[config.mk]
export PLATFORM = sky130hd
export DESIGN_NAME = calendar_to_gps_seconds
export DESIGN_NICKNAME = d
export VERILOG_FILES = /design/src/rtl/core/c2gps_pkg.sv /design/src/rtl/core/calendar_to_gps_seconds.sv
export VERILOG_INCLUDE_DIRS = /design/src /design/src/rtl/core
export SDC_FILE = /design/constraint.sdc
export NUM_CORES = 1
export LEC_CHECK = 0
export ABC_AREA = 1
export BUFFER_PORTS_ARGS = -buffer_cell sky130_fd_sc_hd__buf_2
export CORE_ASPECT_RATIO = 0.8
export CORE_UTILIZATION = 50
export DETAILED_ROUTE_END_ITERATION = 16
export GPL_TIMING_DRIVEN = 0
export PLACE_DENSITY_LB_ADDON = 0.2
export SETUP_SLACK_MARGIN = 0.05
export SYNTH_ARGS = -nofsm -noshare
export SYNTH_HDL_FRONTEND = slang
export SYNTH_SLANG_ARGS = --single-unit
[constraint.sdc]
create_clock -name clock -period 7.2 [get_ports clock]
set_input_delay 1.08 -clock clock [delete_from_list [all_inputs] [get_ports clock]]
set_output_delay 1.08 -clock clock [all_outputs]
set_load 0.03 [all_outputs]
[src/rtl/core/calendar_to_gps_seconds_assert.svh]
// ----------------------------------------------------------------------------
// calendar_to_gps_seconds_assert.svh
// Assertion macros shared by the date conversion RTL.
// ----------------------------------------------------------------------------
`ifndef CALENDAR_TO_GPS_SECONDS_ASSERT_SVH
`define CALENDAR_TO_GPS_SECONDS_ASSERT_SVH

// Same-cycle implication, checked outside reset.
`define C2GPS_ASSERT_IMPL(label, ante, cons) \
   label: assert property (@(posedge clock) disable iff (reset) (ante) |-> (cons)) \
      else $error("c2gps: same-cycle check failed");

// Next-cycle implication, checked outside reset.
`define C2GPS_ASSERT_NEXT(label, ante, cons) \
   label: assert property (@(posedge clock) disable iff (reset) (ante) |=> (cons)) \
      else $error("c2gps: next-cycle check failed");

`endif

[src/rtl/core/c2gps_pkg.sv]
// ----------------------------------------------------------------------------
// c2gps_pkg
// Constants and the month table for the calendar to GPS seconds converter.
// ----------------------------------------------------------------------------
package c2gps_pkg;

   localparam int YEAR_W   = 7;
   localparam int MONTH_W  = 4;
   localparam int DAY_W    = 5;
   localparam int HOUR_W   = 5;
   localparam int MINUTE_W = 6;
   localparam int SECOND_W = 6;
   localparam int GPS_W    = 32;

   // day count stays below 2^16 for every year code, time of day below 2^17
   localparam int DAYS_W = 16;
   localparam int TOD_W  = 17;

   localparam logic [DAYS_W-1:0] DAYS_1980_TO_2000 = 16'd7305;
   localparam logic [DAYS_W-1:0] DAYS_PER_YEAR     = 16'd365;
   // one for the 1-based day, five for epoch on Jan 6
   localparam logic [DAYS_W-1:0] DAY_OFFSET        = 16'd6;
   localparam logic [YEAR_W-1:0] YEAR_2100         = 7'd100;
   localparam logic [MONTH_W-1:0] MONTH_FEB        = 4'd2;

   localparam logic [TOD_W-1:0] SECS_PER_HOUR = 17'd3600;
   localparam logic [TOD_W-1:0] SECS_PER_MIN  = 17'd60;
   localparam logic [GPS_W-1:0] SECS_PER_DAY  = 32'd86400;

   // Days before the first of the month; codes outside 1..12 add nothing.
   function automatic logic [8:0] month_start_days(input logic [MONTH_W-1:0] mon);
      logic [8:0] d;
      case (mon)
         4'd1:    d = 9'd0;
         4'd2:    d = 9'd31;
         4'd3:    d = 9'd59;
         4'd4:    d = 9'd90;
         4'd5:    d = 9'd120;
         4'd6:    d = 9'd151;
         4'd7:    d = 9'd181;
         4'd8:    d = 9'd212;
         4'd9:    d = 9'd243;
         4'd10:   d = 9'd273;
         4'd11:   d = 9'd304;
         4'd12:   d = 9'd334;
         default: d = 9'd0;
      endcase
      return d;
   endfunction

endpackage

[src/rtl/core/calendar_to_gps_seconds.sv]
// ----------------------------------------------------------------------------
// calendar_to_gps_seconds
// Converts a binary calendar time (years 2000..2127) to seconds since the
// GPS epoch, 1980-01-06 00:00:00, modulo 2^32.
// ----------------------------------------------------------------------------
//  channel | ports                                             | handshake
//  --------+---------------------------------------------------+-----------------
//  request | req_year_in_century .. req_second_value           | req_valid/ready
//  result  | rsp_gps_seconds                                   | rsp_valid/ready
//
//  Three register stages: input, day count / time of day, result.
//  One request per cycle while rsp_ready is held high.
//  The result multiply (days x 86400) sets the longest path.
//  Each stage fills while the one after it holds, so bubbles close up under
//  rsp_ready stalls; req_ready drops only with all three stages full.
//  Synchronous reset clears the stage valid bits only.
// ----------------------------------------------------------------------------
`include "calendar_to_gps_seconds_assert.svh"

module calendar_to_gps_seconds (
   input  logic                               clock,
   input  logic                               reset,
   input  logic                               req_valid,
   output logic                               req_ready,
   input  logic [c2gps_pkg::YEAR_W-1:0]       req_year_in_century,
   input  logic [c2gps_pkg::MONTH_W-1:0]      req_month_number,
   input  logic [c2gps_pkg::DAY_W-1:0]        req_day_of_month,
   input  logic [c2gps_pkg::HOUR_W-1:0]       req_hour_value,
   input  logic [c2gps_pkg::MINUTE_W-1:0]     req_minute_value,
   input  logic [c2gps_pkg::SECOND_W-1:0]     req_second_value,
   output logic                               rsp_valid,
   input  logic                               rsp_ready,
   output logic [c2gps_pkg::GPS_W-1:0]        rsp_gps_seconds
);

   // stage A: captured request
   logic                              a_valid_ff;
   logic [c2gps_pkg::YEAR_W-1:0]      a_year_ff;
   logic [c2gps_pkg::MONTH_W-1:0]     a_month_ff;
   logic [c2gps_pkg::DAY_W-1:0]       a_day_ff;
   logic [c2gps_pkg::HOUR_W-1:0]      a_hour_ff;
   logic [c2gps_pkg::MINUTE_W-1:0]    a_minute_ff;
   logic [c2gps_pkg::SECOND_W-1:0]    a_second_ff;

   // stage B: day count and time of day
   logic                              b_valid_ff;
   logic [c2gps_pkg::DAYS_W-1:0]      b_days_ff;
   logic [c2gps_pkg::DAYS_W-1:0]      b_days_in;
   logic [c2gps_pkg::TOD_W-1:0]       b_tod_ff;
   logic [c2gps_pkg::TOD_W-1:0]       b_tod_in;

   // stage C: result
   logic                              c_valid_ff;
   logic [c2gps_pkg::GPS_W-1:0]       c_gps_ff;
   logic [c2gps_pkg::GPS_W-1:0]       c_gps_in;

   logic en_c;
   logic en_b;
   logic en_a;

   logic [c2gps_pkg::DAYS_W-1:0] leaps;
   logic                         is_leap;
   logic                         leap_day;

   assign en_c = !c_valid_ff || rsp_ready;
   assign en_b = !b_valid_ff || en_c;
   assign en_a = !a_valid_ff || en_b;

   assign req_ready       = en_a;
   assign rsp_valid       = c_valid_ff;
   assign rsp_gps_seconds = c_gps_ff;

   // leap years from 2000 up to the year before; 2100 is not leap
   always_comb begin
      leaps = c2gps_pkg::DAYS_W'((c2gps_pkg::YEAR_W+1)'(a_year_ff) + 8'd3) >> 2;
      if (a_year_ff > c2gps_pkg::YEAR_2100) begin
         leaps = leaps - 16'd1;
      end
      is_leap  = (a_year_ff[1:0] == 2'd0) && (a_year_ff != c2gps_pkg::YEAR_2100);
      leap_day = is_leap && (a_month_ff > c2gps_pkg::MONTH_FEB);
   end

   assign b_days_in = c2gps_pkg::DAYS_1980_TO_2000
                    + c2gps_pkg::DAYS_PER_YEAR * c2gps_pkg::DAYS_W'(a_year_ff)
                    + leaps
                    + c2gps_pkg::DAYS_W'(c2gps_pkg::month_start_days(a_month_ff))
                    + c2gps_pkg::DAYS_W'(leap_day)
                    + c2gps_pkg::DAYS_W'(a_day_ff)
                    - c2gps_pkg::DAY_OFFSET;

   assign b_tod_in = c2gps_pkg::SECS_PER_HOUR * c2gps_pkg::TOD_W'(a_hour_ff)
                   + c2gps_pkg::SECS_PER_MIN * c2gps_pkg::TOD_W'(a_minute_ff)
                   + c2gps_pkg::TOD_W'(a_second_ff);

   assign c_gps_in = c2gps_pkg::GPS_W'(b_days_ff) * c2gps_pkg::SECS_PER_DAY
                   + c2gps_pkg::GPS_W'(b_tod_ff);

   always_ff @(posedge clock) begin
      if (reset) begin
         a_valid_ff <= 1'b0;
         b_valid_ff <= 1'b0;
         c_valid_ff <= 1'b0;
      end else begin
         if (en_a) begin
            a_valid_ff <= req_valid;
         end
         if (en_b) begin
            b_valid_ff <= a_valid_ff;
         end
         if (en_c) begin
            c_valid_ff <= b_valid_ff;
         end
      end
   end

   always_ff @(posedge clock) begin
      if (en_a && req_valid) begin
         a_year_ff   <= req_year_in_century;
         a_month_ff  <= req_month_number;
         a_day_ff    <= req_day_of_month;
         a_hour_ff   <= req_hour_value;
         a_minute_ff <= req_minute_value;
         a_second_ff <= req_second_value;
      end
      if (en_b && a_valid_ff) begin
         b_days_ff <= b_days_in;
         b_tod_ff  <= b_tod_in;
      end
      if (en_c && b_valid_ff) begin
         c_gps_ff <= c_gps_in;
      end
   end

   // backpressure only when every stage holds a request
   `C2GPS_ASSERT_IMPL(a_full_stall, !req_ready, a_valid_ff && b_valid_ff && c_valid_ff)
   // a held middle stage keeps its operands
   `C2GPS_ASSERT_NEXT(b_hold, b_valid_ff && !en_c, b_valid_ff && $stable(b_days_ff) && $stable(b_tod_ff))
   // a request in the middle stage reaches the output as soon as it frees up
   `C2GPS_ASSERT_NEXT(b_to_c, b_valid_ff && en_c, c_valid_ff)
   // result leaves only through a handshake
   `C2GPS_ASSERT_IMPL(c_drop, $fell(c_valid_ff), $past(rsp_ready))

endmodule

* Yosys cells after proc, flatten, opt, wreduce, memory -nomap -nowiden
Memory sizes are Yosys's and may differ from the RTL's. A register that Yosys moved wholly into a read port is not among the register bits. Cells that the tools add are included.
Word-level totals: register bits 101, memory bits (read-only) 144, input port bits 37, output and inout port bits 34, logic and storage cells 45, memories kept 1
Memory list:
- (name not given) | words 16, width 9, rd ports 1, clocked after memory_dff 1, wr ports 0, line c2gps_pkg.sv:33 | case (mon)
Operators by class: $add $sub $neg 11, $mul 4, $lt $le $gt $ge 2, equal/unequal tests 1, multiplexer cells 2, reduce and logical (&&, ||, !) cells 12
Operators with widths (number):
- 32-bit by 17-bit adder with 32-bit output | 1
- 16-bit by 10-bit multiplier with 25-bit output, second input constant | 1
- 17-bit by 12-bit adder with 17-bit output | 1
- 17-bit by 6-bit adder with 17-bit output | 1
- 13-bit by 16-bit adder with 16-bit output, first input constant | 1
- 16-bit by 1-bit adder with 16-bit output | 1
- 16-bit adder | 1
- 16-bit by 5-bit adder with 16-bit output | 1
- 16-bit by 9-bit adder with 16-bit output | 1
- 9-bit by 7-bit multiplier with 16-bit output, first input constant | 1
- 16-bit 2-to-1 mux | 1
- 16-bit by 3-bit subtractor with 16-bit output, second input constant | 1
- 8-bit by 5-bit multiplier with 13-bit output, first input constant | 1
- 4-bit by 6-bit multiplier with 10-bit output, first input constant | 1
- 7-bit by 2-bit adder with 8-bit output, second input constant | 1
- 7-bit > comparator, second input constant | 1
- 7-bit != test, second input constant | 1
- 6-bit by 1-bit subtractor with 7-bit output, second input constant | 1
- 1-bit logical AND | 5
- 4-bit by 2-bit > comparator with 1-bit output, second input constant | 1
- 4-bit 2-to-1 mux | 1
- 1-bit logical NOT | 3
- 1-bit logical OR | 3
- 2-bit logical NOT | 1

* Logic depth before layout (Yosys ltp)
Gate-level depths: netlist of run 1.
depth after elaboration 8, depth in mapped cells 30

* Worst setup path before layout of run 1
Ideal clock, no wire load.
path kind reg-to-reg, start point register a_year_ff[0] (netlist bit), end point register b_days_ff[12] (netlist bit) (data pin), setup time 265 ps, arrival 5599 ps, slack 1336 ps, cell stages (with the launch flop) 26, cells stage by stage edfxtp_1 inv_1 ha_1 nand2_1 nor3_1 nor3_1 nand4_1 nand3b_1 xnor2_1 fa_1 inv_1 fa_1 inv_1 fa_1 inv_1 fa_1 ha_1 ha_1 a21oi_1 a21boi_0 nor2_1 inv_1 nand3_1 nand2_1 o21ai_0 xor2_1
Between the ends: longest elaborated chain between the ends 8, elaborated cells between the ends (all ways) 15
RTL lines:
- from (decl) | line calendar_to_gps_seconds.sv:38 | logic [c2gps_pkg::YEAR_W-1:0] a_year_ff;
- from (signal assigned) | line calendar_to_gps_seconds.sv:118 | a_year_ff <= req_year_in_century;
- parallel branches: the longest is 5 deep, another holds 9-bit by 7-bit multiplier with 16-bit output
- 16-bit by 1-bit adder with 16-bit output * | line calendar_to_gps_seconds.sv:87 | + c2gps_pkg::DAYS_W'(leap_day)
- 16-bit by 5-bit adder with 16-bit output * | line calendar_to_gps_seconds.sv:88 | + c2gps_pkg::DAYS_W'(a_day_ff)
- 16-bit by 3-bit subtractor with 16-bit output * | line calendar_to_gps_seconds.sv:89 | - c2gps_pkg::DAY_OFFSET;
- named net b_days_in, one bit | line calendar_to_gps_seconds.sv:48 | logic [c2gps_pkg::DAYS_W-1:0] b_days_in;
- to (signal assigned) | line calendar_to_gps_seconds.sv:126 | b_days_ff <= b_days_in;
- to (decl) | line calendar_to_gps_seconds.sv:47 | logic [c2gps_pkg::DAYS_W-1:0] b_days_ff;
Mark *: on every way through the listed nets, which the timed path passes. A chain may end at the register's enable or synchronous reset.

* Final worst setup path of run 1
start point register a_year_ff[0] (netlist bit), end point register b_days_ff[13] (netlist bit) (data pin)
Same word-level chain as after synthesis.

==> metrics.txt, run 1 <==
outcome complete, no violations; vias in the first global route 7834; Port Buffers 70; Final Routed Wirelength 21000 um; synth warn 0; Register Area 3180 um^2; Post-synth EDFFs 98; drt initial violations 514; CTS tree done; # DRC 0; Worst Max-Slew Pin Slew 1.26 ns; clk root buf clkbuf_16; post-synthesis sequential area ratio 0.270; router iterations before antenna repair 5; leading area contributor after synthesis edfxtp_1; H-tree depth 3; Worst EP arrival 6.67 ns; diodes inserted 0; maxcap violations 0; Synth Area per Inst 9.11 um^2; postcts setup bufs 0; Final Hold Viols 0; Slew Limit Headroom 0.157; Die ar. 24200 um^2; Clock Skew 0.0147 ns; count of unique library cells instantiated by Yosys 40; mapped cell area 11800 um^2; CTS sink cnt 110; reg2reg end b_days_ff[13]; largest net degree at the start of global routing 36; crit path time final 6.57 ns; async set-reset flop share out of synthesis 0; Max Clock Freq 152 MHz; total CTS buffers 9; Initial Util 0.517; crit share post-route 0.912; worst hold path type reg -> reg; # rows 49; area of the multi-input gates 7420 um^2; R2R Setup Slk 0.63 ns; Synth area leaders edfxtp_1, ha_1, fa_1, inv_1, nand2_1; Yosys top cell area share 0.250; Tot GR Track Use 0.183; top_reg_cell synth edfxtp_1; critical setup path kind reg -> reg; total grt overflow 0; Synth Instances 1294; synthesis-to-finish area growth 9.39%; Layout Nets 1707; Max Slew Vio Count 0; setup TNS 0 ns; clock slew at reported path FFs 0.09 ns; Core Region 22800 um^2; Post-Synthesis Net Count 1624; CP Launch Type flip-flop; post-route ant nets 0; crit path from a_year_ff[0]; Die Ht 139 um; Via Count 8083; crit path capture b_days_ff[13]; crit path max fanout 9; DR vias/cell 4.79; clk_lat worst skew 0.36 ns; Worst R2R Start a_year_ff[0]; Crit. End Element flip-flop; clock tree buffer depth 2; DR WL/cell 12.5 um; IO Pins 71; first-pass GRT wire length 36100 um; # setup viols final 0; global placement routability congestion 0.873; antenna violations before repair 1; Die Wd 174 um; R2R depth 26; setup repair after global routing missed its margin no; # fillers 2067; Critical Path RT 7.30 ns; register bit total from synthesis 110; layout cells sized above 1 0.108; Post-DP HPWL 18200 um; fin util 0.566
## worst max-delay path, cell delays in order (launching register included)
cell and delay [ns]:
edfxtp_1 0.54, inv_1 0.24, ha_1 0.32, inv_1 0.10
nand3_1 0.09, nor2_1 0.13, xor2_1 0.32, nand2_1 0.09
nor2_1 0.11, nand3_1 0.15, inv_1 0.38, fa_1 0.49
inv_1 0.08, fa_1 0.41, inv_1 0.08, fa_1 0.43
fa_1 0.48, ha_1 0.30, ha_1 0.36, a21oi_1 0.15
a21boi_0 0.50, nor2_1 0.08, inv_1 0.08, nand3_1 0.06
nand2_1 0.10, o21bai_1 0.08, xor2_1 0.14
## sequential cells by signal, summed over array words and instances (netlist names), 4 cells and up, named ones only
register / flops
b_tod_ff: 17
a_hour_ff: 5
b_days_ff: 16
a_second_ff: 6
rsp_gps_seconds: 32
a_year_ff: 7
a_month_ff: 4
a_day_ff: 5
a_minute_ff: 6
## cells in the mapped netlist, types with 2 or more instances
| cell | instances |
|---|---|
| a21boi_0 | 4 |
| a21o_1 | 5 |
| a21oi_1 | 51 |
| a31oi_1 | 8 |
| dfxtp_1 | 12 |
| edfxtp_1 | 98 |
| fa_1 | 87 |
| ha_1 | 206 |
| inv_1 | 311 |
| inv_2 | 7 |
| nand2_1 | 217 |
| nand2_2 | 18 |
| nand2_4 | 7 |
| nand3_1 | 42 |
| nand3_2 | 9 |
| nand3b_1 | 2 |
| nand4_1 | 7 |
| nor2_1 | 50 |
| nor2_2 | 5 |
| nor2_4 | 5 |
| nor3_1 | 12 |
| o21a_1 | 2 |
| o21ai_0 | 25 |
| o21bai_1 | 9 |
| o31ai_1 | 3 |
| or2_1 | 2 |
| or2_2 | 3 |
| xnor2_1 | 29 |
| xor2_1 | 47 |
## per-layer routing
layer / vias to the layer above / part of all wire / GRT usage
li1: 4267 / - / -
met1: 3704 / 0.51 / 0.260
met2: 99 / 0.45 / 0.298
met3: 11 / 0.034 / 0.0331
met4: 2 / 0.0059 / 0.0263
met5: - / 0.00062 / 0
## cells by family (layout without fill, tap and decap cells)
group | after synthesis | after routing | synth area share
and+or+nand+nor | 384 | 384 | 0.152
buffers and inverters | 320 | 408 | 0.102
adders and majority gates | 293 | 293 | 0.366
AOI/OAI and AO/OA | 111 | 111 | 0.0537
DFF | 110 | 110 | 0.270
xor gates and xnor gates | 76 | 76 | 0.0564
## area by class of cell
| cell class | count | share of cell area |
|---|---|---|
| well taps | 306 | 0.0297 |
| inverters | 319 | 0.0928 |
| repair buffers | 72 | 0.0308 |
| multi-input cells | 864 | 0.575 |
| clock buffers | 9 | 0.0175 |
| plain buffers | 1 | 0.000388 |
| flip-flops and latches | 110 | 0.247 |
| clock inverters | 7 | 0.00660 |
## cells in the final DEF, fill, tap and decap left out, types with 3 or more instances in the layout
cell type	Yosys	layout
inv_1	311	310
nand2_1	217	217
ha_1	206	206
edfxtp_1	98	98
fa_1	87	87
buf_2	1	71
a21oi_1	51	50
nor2_1	50	50
xor2_1	47	47
nand3_1	42	42
xnor2_1	29	29
o21ai_0	25	25
nand2_2	18	18
dfxtp_1	12	12
nor3_1	12	11
nand3_2	9	9
o21bai_1	9	9
clkbuf_16	0	9
a31oi_1	8	8
inv_2	7	7
nand4_1	7	7
nand2_4	7	7
a21o_1	5	5
nor2_4	5	5
nor2_2	5	5
a21boi_0	4	4
o31ai_1	3	3
or2_2	3	3
## how the worst min path moves through the flow
stage          depth (start not counted)            endpoint  slack [ns]      startpoint
2_1_floorplan                          0         b_tod_ff[0]        0.40  a_second_ff[0]
3_3_place_gp                           0  rsp_gps_seconds[2]        0.40     b_tod_ff[2]
3_5_place_dp                           0  rsp_gps_seconds[3]        0.41     b_tod_ff[3]
4_1_cts                                0  rsp_gps_seconds[4]        0.42     b_tod_ff[4]
5_1_grt                                0  rsp_gps_seconds[4]        0.43     b_tod_ff[4]
6_report                               0  rsp_gps_seconds[4]        0.42     b_tod_ff[4]
## through the flow
| step | cells | hold WS [ns] | setup WS [ns] | cell area (um^2) |
|---|---|---|---|---|
| detailed placement | 1671 | 0.406 | 0.573 | 12600 |
| global placement | 1670 | 0.403 | 0.626 | 12500 |
| global route | 1688 | 0.429 | 0.0899 | 12900 |
| floorplan | 1294 | 0.400 | 1.34 | 11800 |
| CTS | 1687 | 0.425 | 0.545 | 12900 |
| finish | 1688 | 0.423 | 0.631 | 12900 |
## repair_timing
action	CTS	global route
endpoints found under the setup margin	0	2
endpoints found under the hold margin	0	0
resized for setup	0	1
hold buffers	0	0
Power of run 1 is not shown: default switching activity piles up to over one toggle a cycle in this logic, so the estimate is an artifact.
==> run 2: changes to the inputs <==
--- a/config.mk
+++ b/config.mk
@@ -8,7 +8,6 @@
 export LEC_CHECK = 0
 export ABC_AREA = 1
 export BUFFER_PORTS_ARGS = -buffer_cell sky130_fd_sc_hd__buf_2
-export CORE_ASPECT_RATIO = 0.8
 export CORE_UTILIZATION = 50
 export DETAILED_ROUTE_END_ITERATION = 16
 export GPL_TIMING_DRIVEN = 0
==> run 2 against run 1 <==
  * Via count shrank 0.98%
  * Utilization shrank 0.34 points
  * Sequential share of layout area is essentially flat
  * Critical path type unchanged
  * Clock skew shrank 0.0061 ns
  * Register-to-register slack gained 0.11 ns
  * Fmax grew 1.8%
  * Critical path depth shrank 1
  * Setup slack gained 0.11 ns
  * Design area shrank 0.13%
  * Cell count grew 0.36%
  * Count of clock-buffer cells in the layout is the same
==> metrics.txt, run 2 (synthesis results as in run 1) <==
Slowest cell on crit path edfxtp_1; Worst Max-Slew Pin Slew 1.28 ns; dpl ws 0.698 ns; Max Slew Vio Count 0; clk root buf clkbuf_16; synthesis-to-finish area growth 9.25%; diodes inserted 0; Post-DP HPWL 17700 um; Slew Limit Headroom 0.147; CTS tree done; total grt overflow 0; vias in the first global route 7814; Port Buffers 70; clk_lat worst skew 0.36 ns; # DRC 0; crit share post-route 0.897; post-route ant nets 0; Worst Slack Setup Final 0.745 ns; H-tree depth 3; cts repair resizes 0; DP Cell Count 1678; Final Hold Viols 0; largest net degree at the start of global routing 36; Tot GR Track Use 0.179; Crit. End Element flip-flop; wire length on met3 476 um; DR vias/cell 4.72; layout cells sized above 1 0.106; fin util 0.562; Critical Path RT 7.31 ns; crit-path most repeated cell inv_1; # setup viols final 0; Top Layer Used met4; postcts setup bufs 0; wl on met1 9780 um; max reg flops 32; Core Region 22900 um^2; cell family with most CP delay adder cells; worst hold path type reg -> reg; delay of the slowest critical-path stage 0.54 ns; first-pass GRT wire length 34800 um; setup repair after global routing missed its margin no; CP Launch Type flip-flop; clock slew at reported path FFs 0.08 ns; maxcap violations 0; Die Wd 156 um; antenna violations before repair 0; Final Routed Wirelength 20400 um; commonest non-fill, non-tap cell in the layout inv_1; clock tree buffer depth 2; global placement routability congestion 0.874; Via Count 8004; total CTS buffers 9; Clock Skew 0.00855 ns; most frequent cells in the layout inv_1, nand2_1, ha_1; # rows 55; # fillers 2066; Worst EP arrival 6.57 ns; CTS sink cnt 110; drt initial violations 260; IO Pins 71; Die ar. 24200 um^2; DR WL/cell 12.1 um; met2 wire len 9890 um; crit path time final 6.46 ns; outcome complete, no violations; setup TNS 0 ns; Non-Filler Instances 1694; router iterations before antenna repair 4; crit path max fanout 6; Layout Nets 1706; critical setup path kind reg -> reg; Initial Util 0.515; Bufs and invs on worst path 5; Die Ht 156 um; Max Clock Freq 155 MHz; CTS Hold Bufs 0
-- run 2: changes by cell type in the layout (fill, tap and decap cells not counted) --
cell / previous run / this run
clkinvlp_4: 0 / 1
clkinv_2: 1 / 0
clkinv_8: 2 / 3
clkinv_1: 2 / 1
nor3_2: 2 / 1
nor3_1: 11 / 12
inv_1: 310 / 311
buf_16: 1 / 0
inv_8: 2 / 1
-- run 2: cell type report --
cell class	instances	area [um^2]	share of cell area
Clock buffer	9	225	0.0175
Inverter	319	1200	0.0929
Multi-Input combinational cell	864	7420	0.576
Timing Repair Buffer	71	370	0.0287
Tap cell	313	392	0.0304
Clock inverter	7	92.6	0.00719
Buffer	1	5.00	0.000388
Sequential cell	110	3180	0.247
-- run 2: worst paths after layout --
| check | from | slack (ns) | depth (start not counted) | to |
|---|---|---|---|---|
| setup / recovery | a_year_ff[0] | 0.74 | 25 | b_days_ff[12] |
| hold / removal | a_second_ff[1] | 0.42 | 0 | b_tod_ff[1] |
| setup reg to reg | a_year_ff[0] | 0.74 | 25 | b_days_ff[12] |
| hold reg to reg | a_second_ff[1] | 0.42 | 0 | b_tod_ff[1] |
-- run 2: stage by stage --
stage               cell area [um^2]  hold slack (ns)
global placement               12500            0.402
floorplan                      11800            0.400
finish                         12900            0.424
global route                   12900            0.431
detailed placement             12600            0.405
CTS                            12900            0.422
-- run 2: metal layers --
| layer | up-vias | global-route usage |
|---|---|---|
| met1 | 3622 | 0.225 |
| met5 | - | 0 |
| met3 | 22 | 0.0297 |
| met2 | 104 | 0.321 |
| li1 | 4256 | - |
| met4 | 0 | 0.0425 |
Power of run 2 is left out for the same reason.
